`config.mk`:
```
export PLATFORM = sky130hd
export DESIGN_NAME = tick_accumulator_with_remainder_flat
export DESIGN_NICKNAME = d
export VERILOG_FILES = /design/src/hdl/tar_pkg.sv /design/src/hdl/tar_in_if.sv /design/src/hdl/tar_out_if.sv /design/src/hdl/tick_accumulator_with_remainder.sv /design/src/flat_wrapper.sv
export SDC_FILE = /design/constraint.sdc
export NUM_CORES = 2
export LEC_CHECK = 0
export ABC_AREA = 1
export BUFFER_PORTS_ARGS = -buffer_cell sky130_fd_sc_hd__buf_2
export CELL_PAD_IN_SITES_DETAIL_PLACEMENT = 0
export CELL_PAD_IN_SITES_GLOBAL_PLACEMENT = 1
export CORE_UTILIZATION = 30
export DETAILED_ROUTE_END_ITERATION = 8
export GPL_ROUTABILITY_DRIVEN = 0
export PLACE_DENSITY = 0.59
export SYNTH_ARGS = -nofsm -noshare
export SYNTH_HDL_FRONTEND = slang
export SYNTH_SLANG_ARGS = --single-unit
```
`constraint.sdc`:
```
create_clock -name i_clk -period 17.75 [get_ports i_clk]
set_clock_uncertainty 0.1 [all_clocks]
set_input_delay 2.6625 -clock i_clk [delete_from_list [all_inputs] [get_ports i_clk]]
set_output_delay 2.6625 -clock i_clk [all_outputs]
set_load 0.05 [all_outputs]
```
`src/hdl/tar_pkg.sv`:
```
`timescale 1ns / 1ps

package tar_pkg;

    localparam int COUNTER_BITS_DEF = 32;
    localparam int CPT_W            = 16;
    localparam int MIN_DELAY_W      = 4;
    localparam int MODE_W           = 2;
    localparam int DATA_W           = 32;
    localparam int APB_ADDR_W       = 4;
    localparam int APB_DATA_W       = 32;

    localparam logic [DATA_W-1:0]      REQ_FOREVER       = 32'hFFFF_FFFF;
    localparam logic [CPT_W-1:0]       CPT_RESET         = 16'd32;
    localparam logic                   TICKLESS_RESET    = 1'b1;
    localparam logic [MIN_DELAY_W-1:0] MIN_DELAY_RESET   = 4'd4;
    localparam logic                   BACKUP_RESET      = 1'b1;

    typedef enum logic [MODE_W-1:0] {
        MODE_QUERY   = 2'd0,
        MODE_COMPARE = 2'd1,
        MODE_TIMEOUT = 2'd2,
        MODE_RESTART = 2'd3
    } t_mode;

    typedef enum logic [1:0] {
        REG_CPT       = 2'd0,
        REG_TICKLESS  = 2'd1,
        REG_MIN_DELAY = 2'd2,
        REG_BACKUP    = 2'd3
    } t_reg_idx;

endpackage

```
`src/hdl/tar_in_if.sv`:
```
`timescale 1ns / 1ps

interface tar_in_if;
    logic                           valid;
    logic                           ready;
    logic [tar_pkg::MODE_W-1:0]     mode;
    logic [tar_pkg::DATA_W-1:0]     now;
    logic signed [tar_pkg::DATA_W-1:0] requested_ticks;

    modport source (output valid, mode, now, requested_ticks, input ready);
    modport sink   (input valid, mode, now, requested_ticks, output ready);
endinterface

```
`src/hdl/tar_out_if.sv`:
```
`timescale 1ns / 1ps

interface tar_out_if;
    logic                        valid;
    logic                        ready;
    logic [tar_pkg::DATA_W-1:0]  tick_count;
    logic                        load_compare;
    logic [tar_pkg::DATA_W-1:0]  compare_delta;
    logic                        load_backup;
    logic [tar_pkg::DATA_W-1:0]  backup_delta;
    logic                        fire_now;

    modport source (output valid, tick_count, load_compare, compare_delta, load_backup,
                    backup_delta, fire_now, input ready);
    modport sink   (input valid, tick_count, load_compare, compare_delta, load_backup,
                    backup_delta, fire_now, output ready);
endinterface

```
`src/hdl/tick_accumulator_with_remainder.sv`:
```
`timescale 1ns / 1ps
// Queries in tickless mode and all compare events run a restoring divider from acceptance
// to result: one divider step per bit of the COUNTER_BITS+1 bit dividend, then a finish
// step. Set-timeout requests in tickless mode add a multiply step between the two. Other
// items go straight to the finish step. One item is in work at a time, and the next item
// is taken in the cycle after the result is registered; a held result delays the finish step.
// Synchronous active-low reset clears the state and loads the register defaults.
module tick_accumulator_with_remainder #(
    parameter int COUNTER_BITS = tar_pkg::COUNTER_BITS_DEF
) (
    input  logic                             i_clk,
    input  logic                             i_rst_n,
    tar_in_if.sink                           i_in,
    tar_out_if.source                        o_out,
    input  logic                             psel,
    input  logic                             penable,
    input  logic                             pwrite,
    input  logic [tar_pkg::APB_ADDR_W-1:0]   paddr,
    input  logic [tar_pkg::APB_DATA_W-1:0]   pwdata,
    output logic [tar_pkg::APB_DATA_W-1:0]   prdata,
    output logic                             pready
);

    localparam int CB     = COUNTER_BITS;
    localparam int DIV_W  = COUNTER_BITS + 1;
    localparam int CNT_W  = $clog2(DIV_W + 1);
    localparam int CPT_W  = tar_pkg::CPT_W;
    localparam int DW     = tar_pkg::DATA_W;
    localparam int MDW    = tar_pkg::MIN_DELAY_W;

    typedef enum logic [1:0] {
        S_IDLE,
        S_DIV,
        S_MUL,
        S_FIN
    } t_state;

    t_state                 r_state;
    logic [CPT_W-1:0]       r_cpt;
    logic                   r_tickless;
    logic [MDW-1:0]         r_min_delay;
    logic                   r_backup;

    logic [CB-1:0]          r_last_stamp;
    logic [CPT_W-1:0]       r_cycle_rem;
    logic [DW-1:0]          r_pending;

    tar_pkg::t_mode         r_mode;
    logic [CB-1:0]          r_now;
    logic [DW-1:0]          r_req;
    logic [DIV_W-1:0]       r_div_q;
    logic [CPT_W-1:0]       r_div_rem;
    logic [CNT_W-1:0]       r_cnt;
    logic [DW-1:0]          r_prod;

    logic                   r_out_valid;
    logic [DW-1:0]          r_out_tick;
    logic                   r_out_ld_cmp;
    logic [DW-1:0]          r_out_cmp;
    logic                   r_out_ld_bak;
    logic [DW-1:0]          r_out_bak;
    logic                   r_out_fire;

    logic [CPT_W-1:0]       cpt_eff;
    logic                   cfg_wr;
    logic                   in_acc;
    logic                   out_free;
    tar_pkg::t_mode         in_mode;
    logic [CB-1:0]          elapsed;
    logic [DIV_W-1:0]       total;
    logic [CPT_W:0]         trial;
    logic                   ge;
    logic [CPT_W:0]         trial_sub;
    logic [CPT_W-1:0]       n_div_rem;
    logic [32:0]            q_ext;
    logic [DW-1:0]          q32;
    logic [DW-1:0]          tick_ceiling;
    logic [DW-1:0]          ticks;
    logic [DW+CPT_W-1:0]    product;
    logic [DW-1:0]          fold_pending;

    logic [DW-1:0]          n_tick;
    logic                   n_load;
    logic [DW-1:0]          n_delta;
    logic                   n_fire;

    assign cpt_eff  = (r_cpt == '0) ? CPT_W'(1) : r_cpt;
    assign cfg_wr   = psel && penable && pwrite && pready;
    assign pready   = 1'b1;
    assign in_acc   = i_in.valid && i_in.ready;
    assign out_free = !r_out_valid || o_out.ready;
    assign in_mode  = tar_pkg::t_mode'(i_in.mode);
    assign i_in.ready = (r_state == S_IDLE);

    always_comb begin
        unique case (tar_pkg::t_reg_idx'(paddr[3:2]))
            tar_pkg::REG_CPT:       prdata = 32'(r_cpt);
            tar_pkg::REG_TICKLESS:  prdata = 32'(r_tickless);
            tar_pkg::REG_MIN_DELAY: prdata = 32'(r_min_delay);
            tar_pkg::REG_BACKUP:    prdata = 32'(r_backup);
        endcase
    end

    assign elapsed   = i_in.now[CB-1:0] - r_last_stamp;
    assign total     = DIV_W'(elapsed) + DIV_W'(r_cycle_rem);

    assign trial     = {r_div_rem, r_div_q[DIV_W-1]};
    assign ge        = trial >= {1'b0, cpt_eff};
    assign trial_sub = trial - {1'b0, cpt_eff};
    assign n_div_rem = ge ? trial_sub[CPT_W-1:0] : trial[CPT_W-1:0];

    assign q_ext        = 33'(r_div_q);
    assign q32          = q_ext[DW-1:0];
    assign tick_ceiling = (q32 >= 32'd2) ? (q32 - 32'd1) : 32'd1;
    assign fold_pending = r_pending + q32;

    always_comb begin
        if (r_req == tar_pkg::REQ_FOREVER) begin
            ticks = tick_ceiling;
        end else if (r_req[DW-1] || r_req == '0) begin
            ticks = 32'd1;
        end else if (r_req > tick_ceiling) begin
            ticks = tick_ceiling;
        end else begin
            ticks = r_req;
        end
    end

    assign product = ticks * cpt_eff;

    always_comb begin
        n_tick  = '0;
        n_load  = 1'b0;
        n_delta = '0;
        n_fire  = 1'b0;
        unique case (r_mode)
            tar_pkg::MODE_QUERY: begin
                if (r_tickless) begin
                    n_tick = fold_pending;
                end
            end
            tar_pkg::MODE_COMPARE: begin
                n_tick = fold_pending;
                if (!r_tickless) begin
                    n_load  = 1'b1;
                    n_delta = (cpt_eff < CPT_W'(r_min_delay)) ? 32'(r_min_delay)
                                                              : 32'(cpt_eff);
                end
            end
            tar_pkg::MODE_TIMEOUT: begin
                if (r_tickless) begin
                    if (r_prod <= 32'(r_min_delay)) begin
                        n_fire = 1'b1;
                    end else begin
                        n_load  = 1'b1;
                        n_delta = r_prod;
                    end
                end
            end
            tar_pkg::MODE_RESTART: begin
                if (!r_tickless) begin
                    n_load  = 1'b1;
                    n_delta = 32'(cpt_eff);
                end
            end
        endcase
    end

    always_ff @(posedge i_clk) begin
        if (!i_rst_n) begin
            r_state      <= S_IDLE;
            r_cpt        <= tar_pkg::CPT_RESET;
            r_tickless   <= tar_pkg::TICKLESS_RESET;
            r_min_delay  <= tar_pkg::MIN_DELAY_RESET;
            r_backup     <= tar_pkg::BACKUP_RESET;
            r_last_stamp <= '0;
            r_cycle_rem  <= '0;
            r_pending    <= '0;
            r_out_valid  <= 1'b0;
            r_cnt        <= '0;
        end else begin
            if (cfg_wr) begin
                unique case (tar_pkg::t_reg_idx'(paddr[3:2]))
                    tar_pkg::REG_CPT:       r_cpt       <= pwdata[CPT_W-1:0];
                    tar_pkg::REG_TICKLESS:  r_tickless  <= pwdata[0];
                    tar_pkg::REG_MIN_DELAY: r_min_delay <= pwdata[MDW-1:0];
                    tar_pkg::REG_BACKUP:    r_backup    <= pwdata[0];
                endcase
            end

            if (r_out_valid && o_out.ready && r_state != S_FIN) begin
                r_out_valid <= 1'b0;
            end

            unique case (r_state)
                S_IDLE: begin
                    if (in_acc) begin
                        r_mode    <= in_mode;
                        r_now     <= i_in.now[CB-1:0];
                        r_req     <= i_in.requested_ticks;
                        r_div_rem <= '0;
                        r_cnt     <= CNT_W'(DIV_W);
                        if ((in_mode == tar_pkg::MODE_QUERY && r_tickless) ||
                            in_mode == tar_pkg::MODE_COMPARE) begin
                            r_div_q <= total;
                            r_state <= S_DIV;
                        end else if (in_mode == tar_pkg::MODE_TIMEOUT && r_tickless) begin
                            r_div_q <= {1'b0, {CB{1'b1}}};
                            r_state <= S_DIV;
                        end else begin
                            r_state <= S_FIN;
                        end
                    end
                end
                S_DIV: begin
                    r_div_rem <= n_div_rem;
                    r_div_q   <= {r_div_q[DIV_W-2:0], ge};
                    r_cnt     <= r_cnt - CNT_W'(1);
                    if (r_cnt == CNT_W'(1)) begin
                        r_state <= (r_mode == tar_pkg::MODE_TIMEOUT) ? S_MUL : S_FIN;
                    end
                end
                S_MUL: begin
                    r_prod  <= product[DW-1:0];
                    r_state <= S_FIN;
                end
                S_FIN: begin
                    if (out_free) begin
                        r_out_valid  <= 1'b1;
                        r_out_tick   <= n_tick;
                        r_out_ld_cmp <= n_load;
                        r_out_cmp    <= n_delta;
                        r_out_ld_bak <= n_load && r_backup;
                        r_out_bak    <= (n_load && r_backup) ? (n_delta + 32'd1) : '0;
                        r_out_fire   <= n_fire;
                        unique case (r_mode)
                            tar_pkg::MODE_QUERY: begin
                                if (r_tickless) begin
                                    r_pending    <= fold_pending;
                                    r_cycle_rem  <= r_div_rem;
                                    r_last_stamp <= r_now;
                                end
                            end
                            tar_pkg::MODE_COMPARE: begin
                                r_pending    <= '0;
                                r_cycle_rem  <= r_div_rem;
                                r_last_stamp <= r_now;
                            end
                            tar_pkg::MODE_TIMEOUT: begin
                            end
                            tar_pkg::MODE_RESTART: begin
                                r_cycle_rem  <= '0;
                                r_last_stamp <= r_now;
                            end
                        endcase
                        r_state <= S_IDLE;
                    end
                end
            endcase
        end
    end

    assign o_out.valid         = r_out_valid;
    assign o_out.tick_count    = r_out_tick;
    assign o_out.load_compare  = r_out_ld_cmp;
    assign o_out.compare_delta = r_out_cmp;
    assign o_out.load_backup   = r_out_ld_bak;
    assign o_out.backup_delta  = r_out_bak;
    assign o_out.fire_now      = r_out_fire;

    a_busy_after_accept: assert property (@(posedge i_clk) disable iff (!i_rst_n)
        in_acc |=> !i_in.ready)
        else $error("input taken while an item is in work");

    a_div_count: assert property (@(posedge i_clk) disable iff (!i_rst_n)
        r_state == S_DIV |-> r_cnt != '0)
        else $error("divider running with an empty step count");

    a_div_rem_bound: assert property (@(posedge i_clk) disable iff (!i_rst_n)
        r_state == S_DIV |-> r_div_rem < cpt_eff)
        else $error("partial remainder not below the divisor");

    a_out_from_fin: assert property (@(posedge i_clk) disable iff (!i_rst_n)
        $rose(r_out_valid) |-> $past(r_state == S_FIN))
        else $error("result raised outside the finish step");

endmodule
```
`src/flat_wrapper.sv`:
```
// flat-port wrapper written by rule: the top's interface ports become plain ports
module tick_accumulator_with_remainder_flat 
#(
    parameter int COUNTER_BITS = tar_pkg::COUNTER_BITS_DEF
)
  (i_clk, i_rst_n, psel, penable, pwrite, paddr, pwdata, prdata, pready, i_in_valid, i_in_mode, i_in_now, i_in_requested_ticks, i_in_ready, o_out_valid, o_out_tick_count, o_out_load_compare, o_out_compare_delta, o_out_load_backup, o_out_backup_delta, o_out_fire_now, o_out_ready);
  tar_in_if i_in_i ();
  tar_out_if o_out_i ();
  input  logic i_clk;
  input  logic i_rst_n;
  input  logic psel;
  input  logic penable;
  input  logic pwrite;
  input  logic [tar_pkg::APB_ADDR_W-1:0] paddr;
  input  logic [tar_pkg::APB_DATA_W-1:0] pwdata;
  output logic [tar_pkg::APB_DATA_W-1:0] prdata;
  output logic pready;
  input wire logic [$bits(i_in_i.valid)-1:0] i_in_valid;
  input wire logic [$bits(i_in_i.mode)-1:0] i_in_mode;
  input wire logic [$bits(i_in_i.now)-1:0] i_in_now;
  input wire logic [$bits(i_in_i.requested_ticks)-1:0] i_in_requested_ticks;
  output wire logic [$bits(i_in_i.ready)-1:0] i_in_ready;
  output wire logic [$bits(o_out_i.valid)-1:0] o_out_valid;
  output wire logic [$bits(o_out_i.tick_count)-1:0] o_out_tick_count;
  output wire logic [$bits(o_out_i.load_compare)-1:0] o_out_load_compare;
  output wire logic [$bits(o_out_i.compare_delta)-1:0] o_out_compare_delta;
  output wire logic [$bits(o_out_i.load_backup)-1:0] o_out_load_backup;
  output wire logic [$bits(o_out_i.backup_delta)-1:0] o_out_backup_delta;
  output wire logic [$bits(o_out_i.fire_now)-1:0] o_out_fire_now;
  input wire logic [$bits(o_out_i.ready)-1:0] o_out_ready;
  assign i_in_i.valid = i_in_valid;
  assign i_in_i.mode = i_in_mode;
  assign i_in_i.now = i_in_now;
  assign i_in_i.requested_ticks = i_in_requested_ticks;
  assign i_in_ready = i_in_i.ready;
  assign o_out_valid = o_out_i.valid;
  assign o_out_tick_count = o_out_i.tick_count;
  assign o_out_load_compare = o_out_i.load_compare;
  assign o_out_compare_delta = o_out_i.compare_delta;
  assign o_out_load_backup = o_out_i.load_backup;
  assign o_out_backup_delta = o_out_i.backup_delta;
  assign o_out_fire_now = o_out_i.fire_now;
  assign o_out_i.ready = o_out_ready;
  tick_accumulator_with_remainder #(.COUNTER_BITS(COUNTER_BITS)) u_core (.i_clk(i_clk), .i_rst_n(i_rst_n), .i_in(i_in_i), .o_out(o_out_i), .psel(psel), .penable(penable), .pwrite(pwrite), .paddr(paddr), .pwdata(pwdata), .prdata(prdata), .pready(pready));
endmodule
```
==> impl_metrics.ini <==
[sta]
fin_tns_setup_ns = 0
worstMarginPinSlew_ns = 1.17
slew_headroom_pct = 21.5
setup_viol = 0
min_period_ns = 11.83
rsz0062_at_grt = false
hold_viol = 0
finalCritPeriodShare_pct = 66.6
fmax_ghz = 0.0845
slew_viol_final = 0

[critical_path]
worstPathArrival_ns = 11.99
end_kind = register
cp_max_fo = 22
slowest_delay_ns = 0.76
r2r_setup_slack_ns = 5.92
critPathSlowestCell = o21ai_0
r2r_start = u_core.q_ext[22]
ff2ff_path_depth = 47
cp_data_required_time_ns = 17.91
r2r-end = u_core.r_prod[31]
cp.buffers_inverters = 8
crit_end = u_core.r_prod[31]
cp_top_family = simple AND/OR/NAND/NOR gates
path_class = register to register
cp-start-kind = register
crit_start = u_core.q_ext[22]
cp_common_cell = nand2_1
cp.depth = 47

[floorplan]
dieArea_um2 = 111000
die_h_um = 333
core_um2 = 109000
start_util_pct = 30.2
rows = 121
die_w_um = 333
io_pins = 243

[routing]
ant_nets = 0
drc = 0
wl_per_cell_um = 19.5
wl_mm = 110
firstDrtPassIters = 5
drtIter0Drc = 1749
viasPerCell = 4.80
route.layer.met1.wl_mm = 53.8
via_count = 26999
top_layer = met5
met3_length_mm = 5.37
met2_length_mm = 48.3

[global_route]
grt.total_usage_pct = 19.7
grt_max_degree = 69
grt_pass1_wl_mm = 166
antenna_found_initial = 7
grt_overflow = 0
grt_pass1_vias = 26845

[pwr]
peakVddDrop_uv = 73.8
switchingPower_mw = 1.57
p_int_mw = 2.10
power_density_nw_per_um2 = 99.5
p_clk_share_pct = 26.7
switching_share_pct = 42.7
seqPwrFrac_pct = 31.5
p_leak_nw = 16.0
p_comb_share_pct = 41.9

[synthesis]
ys_seq_area_share_pct = 29.3
synth_flop_cell = edfxtp_1
netlist_area_um2 = 32800
async_flop_share_pct = 0
syn_area_per_cell_um2 = 8.19
synth_seq_cells = 357
synth-edff-count = 246
yosysUniqueCellTypes = 73
synth_warnings = 0
syn_inst = 4011

[clock_network]
cts_resized = 0
clkLatencyLatePin_ns = 0.62
h-tree-depth = 2
cts_sinks = 357
cts_root_buf = clkbuf_16
cts_tree = done
clk_pin_slew_worst_paths_ns = 0.06
ctsHoldBuffers = 0
clock_path_buffers = 3
post_cts_buffers = 0
cts_inserted_buffers = 44

[finish]
layoutNonFillerInstCount = 5627
post-route-util_pct = 33.9
fillers = 11587
drive_above_1_share_pct = 10.2
final_nets = 4799
syn_to_final_growth_pct = 12.3

[status]
run_status = finished, final reports clean

[run]
max-cap-violations = 0

[placed_design]
dp_hpwl_mm = 87.1
place_inst = 5543
portBuffers = 207

[min_path]
hp-class = register to register
-- layer usage --
layer | track usage [%] | up-vias
met3 | 2.53 | 115
li1 | - | 13157
met1 | 28.7 | 13055
met5 | 0 | -
met4 | 4.22 | 8
met2 | 31.0 | 664
-- power groups by stage --
stage	Combinational, mW	Sequential (mW)	Clock, mW
final	1.54	1.16	0.979
after global routing	1.73	1.17	1.04
after CTS	1.55	1.15	1.01
after detailed placement	1.54	1.17	0
after global placement	1.54	1.17	0
after floorplan	1.05	1.16	0
-- logic make-up after synthesis --
group | count (synthesis) | share of synthesized area, %
compound gates | 628 | 10.7
xor+xnor | 117 | 3.12
fa+ha+maj | 515 | 26.7
buf+inv | 857 | 10.2
flops | 357 | 29.3
other cells | 2 | 0.0229
simple gates | 1535 | 20.1
-- worst min-delay path by stage --
stage                             from  cells past startpoint                 endpoint
2_1_floorplan  u_core.r_last_stamp[22]                      2  u_core.r_last_stamp[22]
3_3_place_gp   u_core.r_last_stamp[22]                      2  u_core.r_last_stamp[22]
3_5_place_dp   u_core.r_last_stamp[11]                      2  u_core.r_last_stamp[11]
4_1_cts         u_core.r_last_stamp[5]                      2   u_core.r_last_stamp[5]
5_1_grt           u_core.r_pending[13]                      2     u_core.r_pending[13]
6_report       u_core.r_last_stamp[15]                      2  u_core.r_last_stamp[15]
-- metrics by stage --
stage	setup WS [ns]	hold WS, ns	power (mW)	area [um^2]
floorplan	8.80	0.333	2.21	32900
global placement	6.15	0.344	2.71	35400
detailed placement	6.08	0.352	2.71	35400
CTS	6.00	0.360	3.71	36900
global route	5.19	0.383	3.94	36900
finish	5.92	0.355	3.67	36900
-- cells in the mapped netlist, drive strengths merged, types with 57 or more instances --
master / number / area (um^2)
ha: 207 / 2590
dfxtp: 111 / 2220
a21oi: 317 / 1590
clkbuf: 90 / 338
xor2: 69 / 604
inv: 711 / 2670
nor2: 418 / 1650
edfxtp: 246 / 7390
nand3: 139 / 748
fa: 308 / 6170
nand2: 822 / 3170
nand4: 57 / 363
o21ai: 182 / 918
-- worst register-to-register path: cells and delay by family, from the launching register on --
kind                       cells  cell delay (ns)
buffers and inverters          8             1.35
DFF                            1             0.55
adders and majority gates      8             3.09
xor gates and xnor gates       1             0.28
AOI/OAI and AO/OA              4             2.07
and+or+nand+nor               26             4.06
-- flip-flops by register name, summed over array words and instances (netlist names), 4 cells and up --
signal,flops
u_core.r_pending,32
u_core.o_out.backup_delta,32
u_core.r_now,32
u_core.r_cycle_rem,16
u_core.r_cpt,16
u_core.r_last_stamp,32
u_core.r_div_rem,16
u_core.q_ext,33
u_core.r_cnt,6
u_core.r_prod,32
u_core.o_out.tick_count,32
u_core.r_req,32
u_core.o_out.compare_delta,32
u_core.r_min_delay,4
-- layout by cell type (no fill, tap or decap), types with 30 or more instances in the layout --
cell type / instances
nand2_1: 798
inv_1: 685
nor2_1: 397
a21oi_1: 315
fa_1: 308
edfxtp_1: 246
ha_1: 207
buf_2: 207
o21ai_0: 155
nand3_1: 133
dfxtp_1: 110
xor2_1: 69
nand4_1: 56
xnor2_1: 48
clkbuf_16: 44
o22ai_1: 30
buf_4: 30
-- layout make-up --
cell class | count | area [um^2] | share of cell area, %
multi-input combinational | 2812 | 20000 | 54.2
sequential | 357 | 9610 | 26.0
inverter | 723 | 2720 | 7.37
tap | 1414 | 1770 | 4.79
timing repair buffer | 237 | 1260 | 3.42
clock buffer | 56 | 1180 | 3.19
clock inverter | 26 | 369 | 1.00
antenna | 2 | 5.00 | 0.0136
No activity file was read; power rests on OpenSTA's default activity.
